==> config.mk <==
export PLATFORM = sky130hd
export DESIGN_NAME = autonomous_vehicle_supervisor_fsm
export DESIGN_NICKNAME = d
export VERILOG_FILES = /design/src/avs_pkg.sv /design/src/autonomous_vehicle_supervisor_fsm.sv /design/src/avs_torque.sv /design/src/avs_core.sv
export SDC_FILE = /design/constraint.sdc
export NUM_CORES = 1
export LEC_CHECK = 0
export ABC_AREA = 0
export BUFFER_PORTS_ARGS = -buffer_cell sky130_fd_sc_hd__clkbuf_2
export CAP_MARGIN = 25
export CELL_PAD_IN_SITES_DETAIL_PLACEMENT = 0
export CELL_PAD_IN_SITES_GLOBAL_PLACEMENT = 1
export CORE_MARGIN = 2
export CORE_UTILIZATION = 48
export CTS_CLUSTER_SIZE = 28
export DETAILED_ROUTE_END_ITERATION = 6
export PLACE_DENSITY_LB_ADDON = 0.1
export SETUP_SLACK_MARGIN = 0.1
export SLEW_MARGIN = 20
export SYNTH_ARGS = -nofsm -noshare
export SYNTH_HDL_FRONTEND = slang
export SYNTH_HIERARCHICAL = 1
export SYNTH_SLANG_ARGS = --single-unit
export TNS_END_PERCENT = 50
==> constraint.sdc <==
create_clock -name clk_i -period 9.25 [get_ports clk_i]
set_input_delay 1.85 -clock clk_i [delete_from_list [all_inputs] [get_ports clk_i]]
set_output_delay 1.85 -clock clk_i [all_outputs]
set_load 0.1 [all_outputs]
==> src/avs_pkg.sv <==
`timescale 1ns / 1ps

package avs_pkg;

  localparam int unsigned TDataInW  = 32;
  localparam int unsigned TDataOutW = 32;
  localparam int unsigned CfgIdxW   = 4;
  localparam int unsigned BaseW     = 7;
  localparam int unsigned TorqueW   = 15;

  localparam logic [CfgIdxW-1:0] CfgDriveBase = 4'd0;
  localparam logic [CfgIdxW-1:0] CfgRegenBase = 4'd1;

  localparam logic [BaseW-1:0] DriveBaseRst = 7'd50;
  localparam logic [BaseW-1:0] RegenBaseRst = 7'd40;

  typedef struct packed {
    logic [3:0]         kind;
    logic               estop;
    logic               switch_forward;
    logic               go_button;
    logic [2:0]         unit_state;
    logic [2:0]         mission_code;
    logic               brake_armed_flag;
    logic signed [15:0] acceleration;
    logic               steering_fault;
    logic [1:0]         shutdown_request;
  } ev_t;

  typedef struct packed {
    logic [3:0]         mode;
    logic [2:0]         sys_state;
    logic [1:0]         mission_status;
    logic [1:0]         mission_ind;
    logic [1:0]         brake_status;
    logic [TorqueW-1:0] torque_request;
    logic               remote_restart;
    logic               drive_reset;
  } res_t;

endpackage

==> src/autonomous_vehicle_supervisor_fsm.sv <==
`timescale 1ns / 1ps

// Safety supervisor for a driverless vehicle.
// Input stream (s_axis): one event per beat. tuser carries the event kind,
// tdata the event payload. Output stream (m_axis): one status beat per event,
// carrying mode, AS state, mission, AMI, brake status, torque request and the
// remote-restart and drive-reset pulses.
// Config channel (cfg_*): register 0 drive torque base, register 1 regen
// torque base, 7 bits each; always ready. Write only while no event is in
// flight.
// Path from input beat to output beat: input register, mode logic, result
// register. Throughput: one event per cycle while the output is not stalled;
// the mode step and the torque multiply both fit between the two registers.
// Reset: mode start, AS off, all remembered inputs cleared, bases 50 and 40,
// no beats pending.
// Stall: when m_axis_tready is low the result register holds its beat; the
// input register still takes one more event, then s_axis_tready drops until
// the output beat is taken.

module autonomous_vehicle_supervisor_fsm (
  input  logic                           clk_i,
  input  logic                           rst_ni,

  input  logic                           s_axis_tvalid,
  output logic                           s_axis_tready,
  // [0] estop, [1] switch_forward, [2] go_button, [5:3] unit_state,
  // [8:6] mission_code, [9] brake_armed_flag, [25:10] acceleration,
  // [26] steering_fault, [28:27] shutdown_request, [31:29] zero
  input  logic [avs_pkg::TDataInW-1:0]   s_axis_tdata,
  // [3:0] kind
  input  logic [3:0]                     s_axis_tuser,

  output logic                           m_axis_tvalid,
  input  logic                           m_axis_tready,
  // [3:0] mode, [6:4] sys_state, [8:7] mission_status, [10:9] mission_ind,
  // [12:11] brake_status, [27:13] torque_request, [28] remote_restart,
  // [29] drive_reset, [31:30] zero
  output logic [avs_pkg::TDataOutW-1:0]  m_axis_tdata,

  input  logic                           cfg_valid_i,
  output logic                           cfg_ready_o,
  input  logic [avs_pkg::CfgIdxW-1:0]    cfg_index_i,
  input  logic [avs_pkg::BaseW-1:0]      cfg_data_i
);

  avs_pkg::ev_t                  ev_q;
  logic                          in_vld_q;
  avs_pkg::res_t                 out_q;
  logic                          out_vld_q;
  logic [avs_pkg::BaseW-1:0]     drive_base_q;
  logic [avs_pkg::BaseW-1:0]     regen_base_q;

  avs_pkg::ev_t                  ev_in;
  avs_pkg::res_t                 res;
  logic [avs_pkg::TorqueW-1:0]   torque;
  logic                          advance;
  logic                          in_fire;

  assign ev_in.kind             = s_axis_tuser;
  assign ev_in.estop            = s_axis_tdata[0];
  assign ev_in.switch_forward   = s_axis_tdata[1];
  assign ev_in.go_button        = s_axis_tdata[2];
  assign ev_in.unit_state       = s_axis_tdata[5:3];
  assign ev_in.mission_code     = s_axis_tdata[8:6];
  assign ev_in.brake_armed_flag = s_axis_tdata[9];
  assign ev_in.acceleration     = $signed(s_axis_tdata[25:10]);
  assign ev_in.steering_fault   = s_axis_tdata[26];
  assign ev_in.shutdown_request = s_axis_tdata[28:27];

  assign advance       = in_vld_q && (!out_vld_q || m_axis_tready);
  assign s_axis_tready = !in_vld_q || advance;
  assign in_fire       = s_axis_tvalid && s_axis_tready;
  assign cfg_ready_o   = 1'b1;

  avs_torque u_torque (
    .accel_i      (ev_q.acceleration),
    .drive_base_i (drive_base_q),
    .regen_base_i (regen_base_q),
    .torque_o     (torque)
  );

  avs_core u_core (
    .clk_i    (clk_i),
    .rst_ni   (rst_ni),
    .en_i     (advance),
    .ev_i     (ev_q),
    .torque_i (torque),
    .res_o    (res)
  );

  always_ff @(posedge clk_i or negedge rst_ni) begin
    if (!rst_ni) begin
      in_vld_q     <= 1'b0;
      out_vld_q    <= 1'b0;
      drive_base_q <= avs_pkg::DriveBaseRst;
      regen_base_q <= avs_pkg::RegenBaseRst;
    end else begin
      if (in_fire) begin
        in_vld_q <= 1'b1;
      end else if (advance) begin
        in_vld_q <= 1'b0;
      end
      if (advance) begin
        out_vld_q <= 1'b1;
      end else if (m_axis_tready) begin
        out_vld_q <= 1'b0;
      end
      if (cfg_valid_i && cfg_index_i == avs_pkg::CfgDriveBase) begin
        drive_base_q <= cfg_data_i;
      end
      if (cfg_valid_i && cfg_index_i == avs_pkg::CfgRegenBase) begin
        regen_base_q <= cfg_data_i;
      end
    end
  end

  always_ff @(posedge clk_i) begin
    if (in_fire) begin
      ev_q <= ev_in;
    end
    if (advance) begin
      out_q <= res;
    end
  end

  assign m_axis_tvalid = out_vld_q;
  assign m_axis_tdata  = {2'b00, out_q.drive_reset, out_q.remote_restart,
                          out_q.torque_request, out_q.brake_status,
                          out_q.mission_ind, out_q.mission_status,
                          out_q.sys_state, out_q.mode};

endmodule

==> src/avs_torque.sv <==
`timescale 1ns / 1ps

module avs_torque (
  input  logic signed [15:0]               accel_i,
  input  logic [avs_pkg::BaseW-1:0]        drive_base_i,
  input  logic [avs_pkg::BaseW-1:0]        regen_base_i,
  output logic [avs_pkg::TorqueW-1:0]      torque_o
);

  localparam logic signed [15:0] AccMax = 16'sd16384;
  localparam logic signed [15:0] AccMin = -16'sd16384;
  localparam logic [15:0]        AccOne = 16'd16384;
  localparam logic [16:0]        TrqMax = 17'd32767;

  logic signed [15:0]          acc_sat;
  logic [15:0]                 span;
  logic [avs_pkg::BaseW-1:0]   base;
  logic [22:0]                 prod;
  logic [16:0]                 scaled;

  always_comb begin
    if (accel_i > AccMax) begin
      acc_sat = AccMax;
    end else if (accel_i < AccMin) begin
      acc_sat = AccMin;
    end else begin
      acc_sat = accel_i;
    end
    // 1.0 + a lies in 0..2.0, fits unsigned 16 bits
    span   = $unsigned(acc_sat) + AccOne;
    base   = acc_sat[15] ? regen_base_i : drive_base_i;
    prod   = 23'(base) * 23'(span);
    scaled = prod[22:6];
    torque_o = (scaled > TrqMax) ? TrqMax[14:0] : scaled[14:0];
  end

endmodule

==> src/avs_core.sv <==
`timescale 1ns / 1ps

module avs_core (
  input  logic                          clk_i,
  input  logic                          rst_ni,
  input  logic                          en_i,
  input  avs_pkg::ev_t                  ev_i,
  input  logic [avs_pkg::TorqueW-1:0]   torque_i,
  output avs_pkg::res_t                 res_o
);

  typedef enum logic [3:0] {
    M_START     = 4'd0,
    M_SELECT    = 4'd1,
    M_WAIT      = 4'd2,
    M_CHECK     = 4'd3,
    M_READY     = 4'd4,
    M_RELEASE   = 4'd5,
    M_DRIVING   = 4'd6,
    M_ACTIVATE  = 4'd7,
    M_FINISHED  = 4'd8,
    M_EMERGENCY = 4'd9
  } mode_e;

  localparam logic [3:0] KindRemote   = 4'd0;
  localparam logic [3:0] KindAlive    = 4'd1;
  localparam logic [3:0] KindBrake    = 4'd2;
  localparam logic [3:0] KindCtrl     = 4'd3;
  localparam logic [3:0] KindWheel    = 4'd4;
  localparam logic [3:0] KindSteer    = 4'd5;
  localparam logic [3:0] KindAccel    = 4'd6;
  localparam logic [3:0] KindShutdown = 4'd7;
  localparam logic [3:0] KindMission  = 4'd8;

  localparam logic [2:0] AsOff     = 3'd0;
  localparam logic [2:0] AsReady   = 3'd1;
  localparam logic [2:0] AsDriving = 3'd2;
  localparam logic [2:0] AsFinish  = 3'd3;
  localparam logic [2:0] AsEbrake  = 3'd4;

  localparam logic [2:0] BuReady    = 3'd1;
  localparam logic [2:0] BuDrive    = 3'd2;
  localparam logic [2:0] BuBraking  = 3'd3;
  localparam logic [2:0] BuShutdown = 3'd4;

  localparam logic [1:0] WuOther  = 2'd0;
  localparam logic [1:0] WuSelect = 2'd1;
  localparam logic [1:0] WuAck    = 2'd2;

  localparam logic [2:0] MisNone       = 3'd0;
  localparam logic [2:0] MisManual     = 3'd1;
  localparam logic [2:0] MisInspection = 3'd2;
  localparam logic [2:0] MisBrakeTest  = 3'd3;
  localparam logic [2:0] MisTrackdrive = 3'd4;

  localparam logic [1:0] MsNone   = 2'd0;
  localparam logic [1:0] MsManual = 2'd1;
  localparam logic [1:0] MsAuto   = 2'd2;

  localparam logic [1:0] AmiNone       = 2'd0;
  localparam logic [1:0] AmiInspection = 2'd1;
  localparam logic [1:0] AmiBrakeTest  = 2'd2;
  localparam logic [1:0] AmiTrackdrive = 2'd3;

  localparam logic [1:0] BsArmed  = 2'd1;
  localparam logic [1:0] BsActive = 2'd2;

  localparam logic [1:0] SdEmergency = 2'd1;
  localparam logic [1:0] SdBrake     = 2'd2;
  localparam logic [1:0] SdFinished  = 2'd3;

  mode_e                        mode_q, mode_d;
  logic                         estop_q, estop_d;
  logic                         sw_q, sw_d;
  logic                         btn_q, btn_d;
  logic                         alive_q, alive_d;
  logic [2:0]                   bu_q, bu_d;
  logic [1:0]                   wu_q, wu_d;
  logic [2:0]                   wm_q, wm_d;
  logic [2:0]                   chosen_q, chosen_d;
  logic [1:0]                   mst_q, mst_d;
  logic [1:0]                   ami_q, ami_d;
  logic [2:0]                   as_q, as_d;
  logic [1:0]                   bst_q, bst_d;
  logic [avs_pkg::TorqueW-1:0]  held_q, held_d;

  logic                         run;
  logic                         restart;
  logic                         pulse;
  logic [avs_pkg::TorqueW-1:0]  trq;

  function automatic logic [1:0] ami_of(logic [2:0] m);
    logic [1:0] a;
    case (m)
      MisInspection: a = AmiInspection;
      MisBrakeTest:  a = AmiBrakeTest;
      MisTrackdrive: a = AmiTrackdrive;
      default:       a = AmiNone;
    endcase
    return a;
  endfunction

  always_comb begin
    mode_d   = mode_q;
    estop_d  = estop_q;
    sw_d     = sw_q;
    btn_d    = btn_q;
    alive_d  = alive_q;
    bu_d     = bu_q;
    wu_d     = wu_q;
    wm_d     = wm_q;
    chosen_d = chosen_q;
    mst_d    = mst_q;
    ami_d    = ami_q;
    as_d     = as_q;
    bst_d    = bst_q;
    held_d   = held_q;
    run      = 1'b1;
    restart  = 1'b0;
    pulse    = 1'b0;
    trq      = '0;

    case (ev_i.kind)
      KindRemote: begin
        alive_d = 1'b1;
        estop_d = ev_i.estop;
        sw_d    = ev_i.switch_forward;
        btn_d   = ev_i.go_button;
      end
      KindAlive: begin
        if (!alive_q) begin
          mode_d  = M_EMERGENCY;
          restart = 1'b1;
        end
        alive_d = 1'b0;
      end
      KindBrake: begin
        bu_d  = ev_i.unit_state;
        bst_d = ev_i.brake_armed_flag ? BsArmed : BsActive;
      end
      KindCtrl: begin
        run = 1'b1;
      end
      KindWheel: begin
        wu_d = (ev_i.unit_state <= 3'(WuAck)) ? ev_i.unit_state[1:0] : WuOther;
        wm_d = ev_i.mission_code;
      end
      KindSteer: begin
        if (ev_i.steering_fault) mode_d = M_EMERGENCY;
      end
      KindAccel: begin
        held_d = torque_i;
      end
      KindShutdown: begin
        case (ev_i.shutdown_request)
          SdEmergency: mode_d = M_EMERGENCY;
          SdBrake:     mode_d = M_ACTIVATE;
          SdFinished:  mode_d = M_FINISHED;
          default:     run = 1'b0;
        endcase
      end
      KindMission: begin
        chosen_d = ev_i.mission_code;
      end
      default: begin
        run = 1'b0;
      end
    endcase

    if (run) begin
      // modes evaluated in order, transitions may chain in one step
      if (mode_d == M_START) begin
        as_d     = AsOff;
        chosen_d = MisNone;
        mst_d    = MsNone;
        if (!sw_d) mode_d = M_SELECT;
      end
      if (mode_d == M_SELECT) begin
        as_d = AsOff;
        if (wu_d == WuSelect) mode_d = M_WAIT;
      end
      if (mode_d == M_WAIT) begin
        as_d = AsOff;
        if (wu_d == WuAck) chosen_d = wm_d;
        if (chosen_d != MisNone) begin
          ami_d  = ami_of(chosen_d);
          mode_d = M_CHECK;
          mst_d  = (chosen_d == MisManual) ? MsManual : MsAuto;
        end
      end
      if (mode_d == M_CHECK) begin
        as_d = AsOff;
        if (bu_d == BuReady && sw_d) mode_d = M_READY;
      end
      if (mode_d == M_READY) begin
        as_d = AsReady;
        if (btn_d) mode_d = M_RELEASE;
        if (bu_d == BuShutdown) mode_d = M_EMERGENCY;
      end
      if (mode_d == M_RELEASE) begin
        as_d = AsDriving;
        if (bu_d == BuDrive) begin
          mode_d = M_DRIVING;
          pulse  = 1'b1;
        end
        if (bu_d == BuShutdown) mode_d = M_EMERGENCY;
      end
      if (mode_d == M_DRIVING) begin
        as_d = AsDriving;
        trq  = held_d;
        if (bu_d == BuShutdown) mode_d = M_EMERGENCY;
      end
      if (mode_d == M_ACTIVATE) begin
        as_d = AsFinish;
        if (bu_d == BuBraking) mode_d = M_FINISHED;
      end
      if (mode_d == M_FINISHED) begin
        as_d = AsFinish;
        trq  = '0;
        if (!sw_d) mode_d = M_START;
      end
      if (mode_d == M_EMERGENCY) begin
        as_d = AsEbrake;
        trq  = '0;
        if (!estop_d && !sw_d) mode_d = M_START;
      end
      if (estop_d) begin
        trq    = '0;
        mode_d = M_EMERGENCY;
      end
    end else begin
      trq = (mode_d == M_DRIVING) ? held_d : '0;
    end

    res_o.mode           = mode_d;
    res_o.sys_state      = as_d;
    res_o.mission_status = mst_d;
    res_o.mission_ind    = ami_d;
    res_o.brake_status   = bst_d;
    res_o.torque_request = trq;
    res_o.remote_restart = restart;
    res_o.drive_reset    = pulse;
  end

  always_ff @(posedge clk_i or negedge rst_ni) begin
    if (!rst_ni) begin
      mode_q   <= M_START;
      estop_q  <= 1'b0;
      sw_q     <= 1'b0;
      btn_q    <= 1'b0;
      alive_q  <= 1'b0;
      bu_q     <= '0;
      wu_q     <= WuOther;
      wm_q     <= MisNone;
      chosen_q <= MisNone;
      mst_q    <= MsNone;
      ami_q    <= AmiNone;
      as_q     <= AsOff;
      bst_q    <= '0;
      held_q   <= '0;
    end else if (en_i) begin
      mode_q   <= mode_d;
      estop_q  <= estop_d;
      sw_q     <= sw_d;
      btn_q    <= btn_d;
      alive_q  <= alive_d;
      bu_q     <= bu_d;
      wu_q     <= wu_d;
      wm_q     <= wm_d;
      chosen_q <= chosen_d;
      mst_q    <= mst_d;
      ami_q    <= ami_d;
      as_q     <= as_d;
      bst_q    <= bst_d;
      held_q   <= held_d;
    end
  end

  a_estop_forces_emergency: assert property (
    @(posedge clk_i) disable iff (!rst_ni)
    estop_q |-> mode_q == M_EMERGENCY
  ) else $error("stored e-stop without emergency mode");

  a_torque_only_driving: assert property (
    @(posedge clk_i) disable iff (!rst_ni)
    en_i && res_o.torque_request != '0 |-> mode_d == M_DRIVING
  ) else $error("torque requested outside driving mode");

  a_drive_reset_mode: assert property (
    @(posedge clk_i) disable iff (!rst_ni)
    en_i && res_o.drive_reset |-> mode_d == M_DRIVING || mode_d == M_EMERGENCY
  ) else $error("drive reset pulse in wrong mode");

  a_restart_from_tick: assert property (
    @(posedge clk_i) disable iff (!rst_ni)
    en_i && res_o.remote_restart |-> ev_i.kind == KindAlive && !alive_q
  ) else $error("remote restart without silent alive tick");

endmodule

==> results.py, run 1 <==
metrics = {
    "grt": {
        "grt_max_degree": 60,
        "grt_overflow": 0,
        "grt_pass1_wl_um": 37380,
        "grt_antenna_before_repair": 0,
        "first_global_vias": 7202,
        "track_usage_pct": 21.92,
    },
    "critical_path": {
        "crit_type": "flop to flop",
        "crit_required_ps": 9370,
        "critPathMaxFanout": 15,
        "cp-start-kind": "flop",
        "rr_worst_depth": 21,
        "reg2reg_slack_ps": 1840,
        "cp-end-kind": "flop",
        "cp_data_arrival_time_ps": 7530,
    },
    "timing": {
        "finalMaxSlewViolations": 0,
        "fin_tns_setup_ps": 0,
        "finalSetupViolations": 0,
        "relSlewSlack_pct": 34.19,
        "period_minus_slack_ps": 7408,
        "finalClockSkew_ps": 7.281,
        "fmax_mhz": 135.0,
        "fin_crit_sh_pct": 80.09,
        "hold_viol_final": 0,
        "rsz0062_at_grt": "no",
        "worst_slew_pin_slew_ps": 973.5,
        "timing.hold.ws_ps": 486.4,
    },
    "clock_tree": {
        "clock_sinks": 122,
        "htreeDepth": 4,
        "tritoncts": "yes",
        "clockBufferDepth": 2,
        "worstSkewPairLatency_ps": 420,
        "cts_hold_buffers": 0,
        "cts_root_buf": "clkbuf_16",
        "cts.repair.resized": 0,
        "clk_pin_slew_ps": 60,
        "cts_setup_buffers": 0,
        "cts_made_buffers": 17,
    },
    "place": {
        "hpwl_um": 17040,
        "place_congestion": 0.8830,
        "placed_area_sq_um": 10430,
        "io_buffers": 80,
    },
    "synthesis": {
        "ys_seq_elements": 122,
        "synth_edf_count": 63,
        "synth_most_common_cell": "nand2_1",
        "async_reset_ff_share_pct": 48.36,
        "mappedNetlistArea_sq_um": 9799,
        "synth_top_area_cell": "edfxtp_1",
        "synth_common_cells": "nand2_1 (116), and2_1 (87), inv_1 (75)",
        "yosysSeqAreaShare_pct": 34.44,
        "yosysWarnings": 6,
        "syn_avg_cell_area_sq_um": 10.18,
        "synth_top_area_share_pct": 19.31,
        "syn-instance-count": 963,
        "synth_cell_type_count": 81,
        "yosys-top-cells-area": "edfxtp_1 (19%), fa_1 (14%), dfrtp_1 (14%), mux2_2 (5.9%), and2_1 (5.6%)",
        "synth_flop_cell": "edfxtp_1",
    },
    "route": {
        "drtAntennaViolNets": 0,
        "vias_per_cell": 5.561,
        "routed_wl_um": 23020,
        "wire_per_inst_um": 17.42,
        "drtPass1Iterations": 5,
        "drt_iter0_drc": 408,
        "vias": 7352,
        "drc": 0,
    },
    "floorplan": {
        "die_area_sq_um": 21570,
        "die_h_um": 146.9,
        "core_area_sq_um": 20100,
        "start_util_pct": 48.74,
        "die_w_um": 146.9,
        "core.rowCount": 52,
        "num_io_pins": 87,
    },
    "finish": {
        "num_antenna_cells": 0,
        "syn_to_final_growth_pct": 12.33,
        "stdcell_area_sq_um": 11010,
        "drive_gt1_share_pct": 19.96,
        "nets": 1202,
        "fillCellCount": 1848,
        "final_util_pct": 54.75,
    },
    "pwr": {
        "total_power_mw": 2.666,
        "max-vdd-ir-drop_uv": 129.3,
        "power_density_nw_per_um2": 242.2,
        "power.leakage_nw": 4.916,
    },
    "min_path": {
        "hold_depth": 1,
        "min_path_type": "flop to flop",
    },
    "flow_run": {
        "max_cap_violations": 0,
    },
    "status": {
        "run_status": "completed",
    },
}
==> cell families (layout without fill, tap and decap cells) <==
family	count (synthesis)	count (layout)	share of synthesized area (%)
AO/OA/AOI/OAI	187	187	13.18
XOR/XNOR	11	11	0.9831
adder cells (fa/ha/maj)	111	111	19.38
buffers and inverters	104	192	4.507
flip-flops	122	122	34.44
multiplexers	70	70	7.801
other	2	3	0.07664
AND/OR/NAND/NOR	356	356	19.64
==> area by class of cell <==
| class | instances | area, sq um | area share [%] |
|---|---|---|---|
| Multi-Input combinational cell | 738 | 5996 | 54.47 |
| Timing Repair Buffer | 85 | 437.9 | 3.978 |
| Inverter | 75 | 281.5 | 2.557 |
| Clock buffer | 17 | 425.4 | 3.864 |
| Clock inverter | 15 | 155.1 | 1.409 |
| Tap cell | 270 | 337.8 | 3.069 |
| Sequential cell | 122 | 3374 | 30.65 |
==> worst max-delay path, cell delays in order, from the launching register on <==
cell      delay (ps)
edfxtp_1         510
or4b_1           610
o41a_1           540
nor2_1           660
nand2_1          170
fa_1             520
fa_1             560
inv_1             60
fa_1             470
inv_1             50
fa_1             560
inv_1             50
ha_1             350
and3_1           210
and3_1           270
o21ai_0          120
a311oi_1         360
or3_1            150
and4bb_2         440
o21ai_0          250
nand2_1          110
a21oi_1           70
==> metal layers <==
layer	wire length [um]	global-route usage (%)	vias up
met1	11290	31.59	3610
met5	0	0	-
met3	969	3.385	23
met2	10500	34.95	182
li1	-	-	3537
met4	271	5.485	0
==> per-stage QoR <==
stage / worst slack, ps / cells
after floorplan: 2787 / 964
after global placement: 1960 / 1290
after detailed placement: 1919 / 1290
after CTS: 1879 / 1322
after global routing: 1381 / 1322
final: 1842 / 1322
==> placed cells by master (no fill, tap or decap), types with 12 or more instances in the layout <==
cell type,Yosys,layout
a21o_1,12,12
a21oi_1,39,39
and2_1,87,85
clkbuf_16,0,17
clkbuf_2,0,80
dfrtp_1,54,54
edfxtp_1,63,63
fa_1,68,68
ha_1,43,43
inv_1,75,75
mux2_2,51,51
mux2i_1,19,19
nand2_1,116,116
nand3_1,12,12
nor2_1,47,47
o21ai_0,43,43
==> path summary, 6_finish.rpt <==
kind                                from          endpoint
worst min-delay path            in_vld_q     m_axis_tvalid
worst max register to register  ev_q[15]  m_axis_tdata[14]
min in group asynchronous         rst_ni  u_core/held_q[6]
worst min register to register  in_vld_q     m_axis_tvalid
max in group asynchronous         rst_ni   regen_base_q[6]
worst max-delay path            ev_q[15]  m_axis_tdata[14]
==> state kept, by name (all words and copies together), names as in the netlist, 2 cells and up <==
name / flops
u_core/ami_q: 2
u_core/mode_q: 4
u_core/bst_q: 2
u_core/mst_q: 2
u_core/as_q: 3
u_core/held_q: 15
u_core/wm_q: 3
m_axis_tdata: 30
ev_q: 33
drive_base_q: 7
u_core/wu_q: 2
regen_base_q: 7
u_core/bu_q: 3
u_core/chosen_q: 3
==> power breakdown <==
part	leakage (nW)	total (mW)	switching, mW	internal, mW
combinational	3.31	1.23	0.772	0.456
clock	0.273	0.663	0.283	0.380
sequential	1.34	0.776	0.0820	0.694
total	4.92	2.67	1.14	1.53
(Power assumes the default switching activity.)
==> run 2, diff against run 1 <==
--- a/config.mk
+++ b/config.mk
@@ -5,13 +5,13 @@
 export SDC_FILE = /design/constraint.sdc
 export NUM_CORES = 1
 export LEC_CHECK = 0
-export ABC_AREA = 0
+export ABC_AREA = 1
 export BUFFER_PORTS_ARGS = -buffer_cell sky130_fd_sc_hd__clkbuf_2
 export CAP_MARGIN = 25
 export CELL_PAD_IN_SITES_DETAIL_PLACEMENT = 0
 export CELL_PAD_IN_SITES_GLOBAL_PLACEMENT = 1
 export CORE_MARGIN = 2
-export CORE_UTILIZATION = 48
+export CORE_UTILIZATION = 46
 export CTS_CLUSTER_SIZE = 28
 export DETAILED_ROUTE_END_ITERATION = 6
 export PLACE_DENSITY_LB_ADDON = 0.1
==> constraint.sdc (replaced) <==
create_clock -name clk_i -period 7.02 [get_ports clk_i]
set_input_delay 1.404 -clock clk_i [delete_from_list [all_inputs] [get_ports clk_i]]
set_output_delay 1.404 -clock clk_i [all_outputs]
set_load 0.1 [all_outputs]
==> results.py, run 2 <==
metrics = {
    "finish": {
        "nets": 1510,
        "drive_gt1_share_pct": 15.88,
        "layout_commonest_cell": "nand2_1",
        "layout_common_cells": "nand2_1 (281), inv_1 (196), nor2_1 (162), clkbuf_2 (79), o21ai_0 (72)",
        "largest_reg_flops": 33,
        "num_antenna_cells": 0,
        "syn_to_final_growth_pct": 14.35,
        "top_register": "ev_q",
    },
    "grt": {
        "grt_pass1_wl_um": 39880,
        "grt_antenna_before_repair": 0,
        "grt_overflow": 0,
        "track_usage_pct": 22.58,
        "first_global_vias": 8051,
        "grt_max_degree": 67,
    },
    "timing": {
        "period_minus_slack_ps": 6420,
        "fmax_mhz": 155.8,
        "hold_viol_final": 0,
        "finalSetupViolations": 0,
        "finalMaxSlewViolations": 0,
        "finalClockSkew_ps": 10.49,
        "rsz0062_at_grt": "no",
        "fin_tns_setup_ps": 0,
        "timing.hold.ws_ps": 463.0,
        "relSlewSlack_pct": 44.12,
        "worst_slew_pin_slew_ps": 838.2,
        "fin_crit_sh_pct": 91.46,
    },
    "route": {
        "vias_per_cell": 5.022,
        "vias": 8211,
        "drc": 0,
        "drt_iter0_drc": 379,
        "wire_per_inst_um": 14.71,
        "routed_wl_um": 24050,
        "drtAntennaViolNets": 0,
        "drtPass1Iterations": 5,
    },
    "synthesis": {
        "synth_top_area_cell": "edfxtp_1",
        "async_reset_ff_share_pct": 48.36,
        "mappedNetlistArea_sq_um": 10000,
        "yosysWarnings": 6,
        "syn-instance-count": 1255,
        "synth_flop_cell": "edfxtp_1",
        "ys_seq_elements": 122,
        "yosys-top-cells-area": "edfxtp_1 (19%), fa_1 (14%), dfrtp_1 (14%), nand2_1 (11%), inv_1 (7.4%)",
        "yosysSeqAreaShare_pct": 33.74,
        "synth_top_area_share_pct": 18.92,
        "synth_most_common_cell": "nand2_1",
        "synth_common_cells": "nand2_1 (281), inv_1 (196), nor2_1 (162)",
        "syn_avg_cell_area_sq_um": 7.969,
        "synth_edf_count": 63,
        "synth_cell_type_count": 54,
    },
    "clock_tree": {
        "cts_root_buf": "clkbuf_16",
        "tritoncts": "yes",
        "cts_made_buffers": 17,
        "worstSkewPairLatency_ps": 430,
        "htreeDepth": 4,
        "clockBufferDepth": 2,
        "cts_hold_buffers": 0,
        "clk_pin_slew_ps": 70,
        "clock_sinks": 122,
    },
    "place": {
        "place_congestion": 0.8746,
        "hpwl_um": 18500,
        "io_buffers": 80,
    },
    "floorplan": {
        "core_area_sq_um": 21150,
        "num_io_pins": 87,
        "die_area_sq_um": 22940,
        "die_w_um": 151.5,
        "core.rowCount": 53,
        "start_util_pct": 47.28,
        "die_h_um": 151.5,
    },
    "critical_path": {
        "r2r-start": "ev_q[18]",
        "cp-start-kind": "flop",
        "cp-end-kind": "flop",
        "cp_data_arrival_time_ps": 6590,
        "cp_slowest_cell": "fa_1",
        "startpoint": "ev_q[18]",
        "crit_type": "flop to flop",
        "max_stage_delay_ps": 520,
        "crit_required_ps": 7190,
        "critPathMaxFanout": 13,
    },
    "pwr": {
        "max-vdd-ir-drop_uv": 176.1,
        "power.leakage_nw": 5.780,
        "power_density_nw_per_um2": 326.7,
    },
    "status": {
        "run_status": "completed",
    },
    "min_path": {
        "min_path_type": "flop to flop",
        "min_from": "drive_base_q[5]",
    },
    "flow_run": {
        "max_cap_violations": 0,
    },
}
run 2: cell types whose count changed after synthesis, moves of 16 or more:
cell | previous run | this run
and2_1 | 87 | 0
inv_1 | 75 | 196
mux2_2 | 51 | 0
mux2i_1 | 19 | 3
nand2_1 | 116 | 281
nand2_2 | 1 | 23
nand3_1 | 12 | 61
nand4_1 | 4 | 27
nor2_1 | 47 | 162
o21ai_0 | 43 | 73
run 2: worst max-delay path, delay by kind of cell, from the launching register on:
family,cells,cell delay (ps)
adders and majority gates,5,2350
and+or+nand+nor,10,1280
buffers and inverters,9,1110
AOI/OAI and AO/OA,5,1020
DFF,1,380
run 2: worst paths after layout:
path / end / slack [ps] / cells past startpoint
min reg2reg: drive_base_q[5] / 460 / 2
min: drive_base_q[5] / 460 / 2
max in group asynchronous: drive_base_q[6] / 5300 / 2
min in group asynchronous: regen_base_q[0] / 1140 / 2
max: m_axis_tdata[16] / 600 / 29
max reg2reg: m_axis_tdata[16] / 600 / 29
run 2: kinds of logic after synthesis:
group,count (synthesis),share of synthesized area (%)
buffers and inverters,247,9.896
muxes,3,0.3003
other,2,0.07509
and+or+nand+nor,594,26.24
xor gates and xnor gates,14,1.226
adders and majority gates,111,18.99
DFF,122,33.74
AOI/OAI and AO/OA,162,9.534
run 2: routing by layer:
layer  up-vias  share of wire [%]  track usage, %
met1      3827                 46           29.40
li1       4189                  -               -
met5         -                  0               0
met2       155                 47           37.62
met3        40                3.3           3.443
met4         0                3.7           9.626
run 2: report_power, final:
| part | leakage (nW) | switching (mW) | internal, mW | total, mW |
|---|---|---|---|---|
| Sequential | 1.34 | 0.0783 | 0.939 | 1.02 |
| Clock | 0.309 | 0.363 | 0.605 | 0.968 |
| Combinational | 4.13 | 1.21 | 0.545 | 1.75 |
run 2: through the flow:
stage	setup slack [ps]	instance area (sq um)	utilization [%]	cells	total power, mW
finish	599.8	11440	54.06	1635	3.737
global route	116.4	11440	54.06	1635	4.047
CTS	527.9	11410	53.94	1634	3.767
detailed placement	536.5	10770	50.93	1602	2.780
global placement	525.3	10770	50.93	1602	2.762
floorplan	1126	10000	-	1256	2.334
run 2: cell type report:
cell class              count  area [sq um]
clock buffers              18         429.2
clock inverters            14         209.0
fillers                  2037          9718
inverters                 209         784.5
multi-input cells         887          5662
flip-flops and latches    122          3374
well taps                 275         344.1
repair buffers            110         633.1
run 2: repair_timing:
item | 4_1_cts | 5_1_grt
hold endpoints to repair | 0 | 0
gates resized for setup | 0 | 3
setup buffers | 0 | 0
endpoints found under the setup margin | 0 | 13
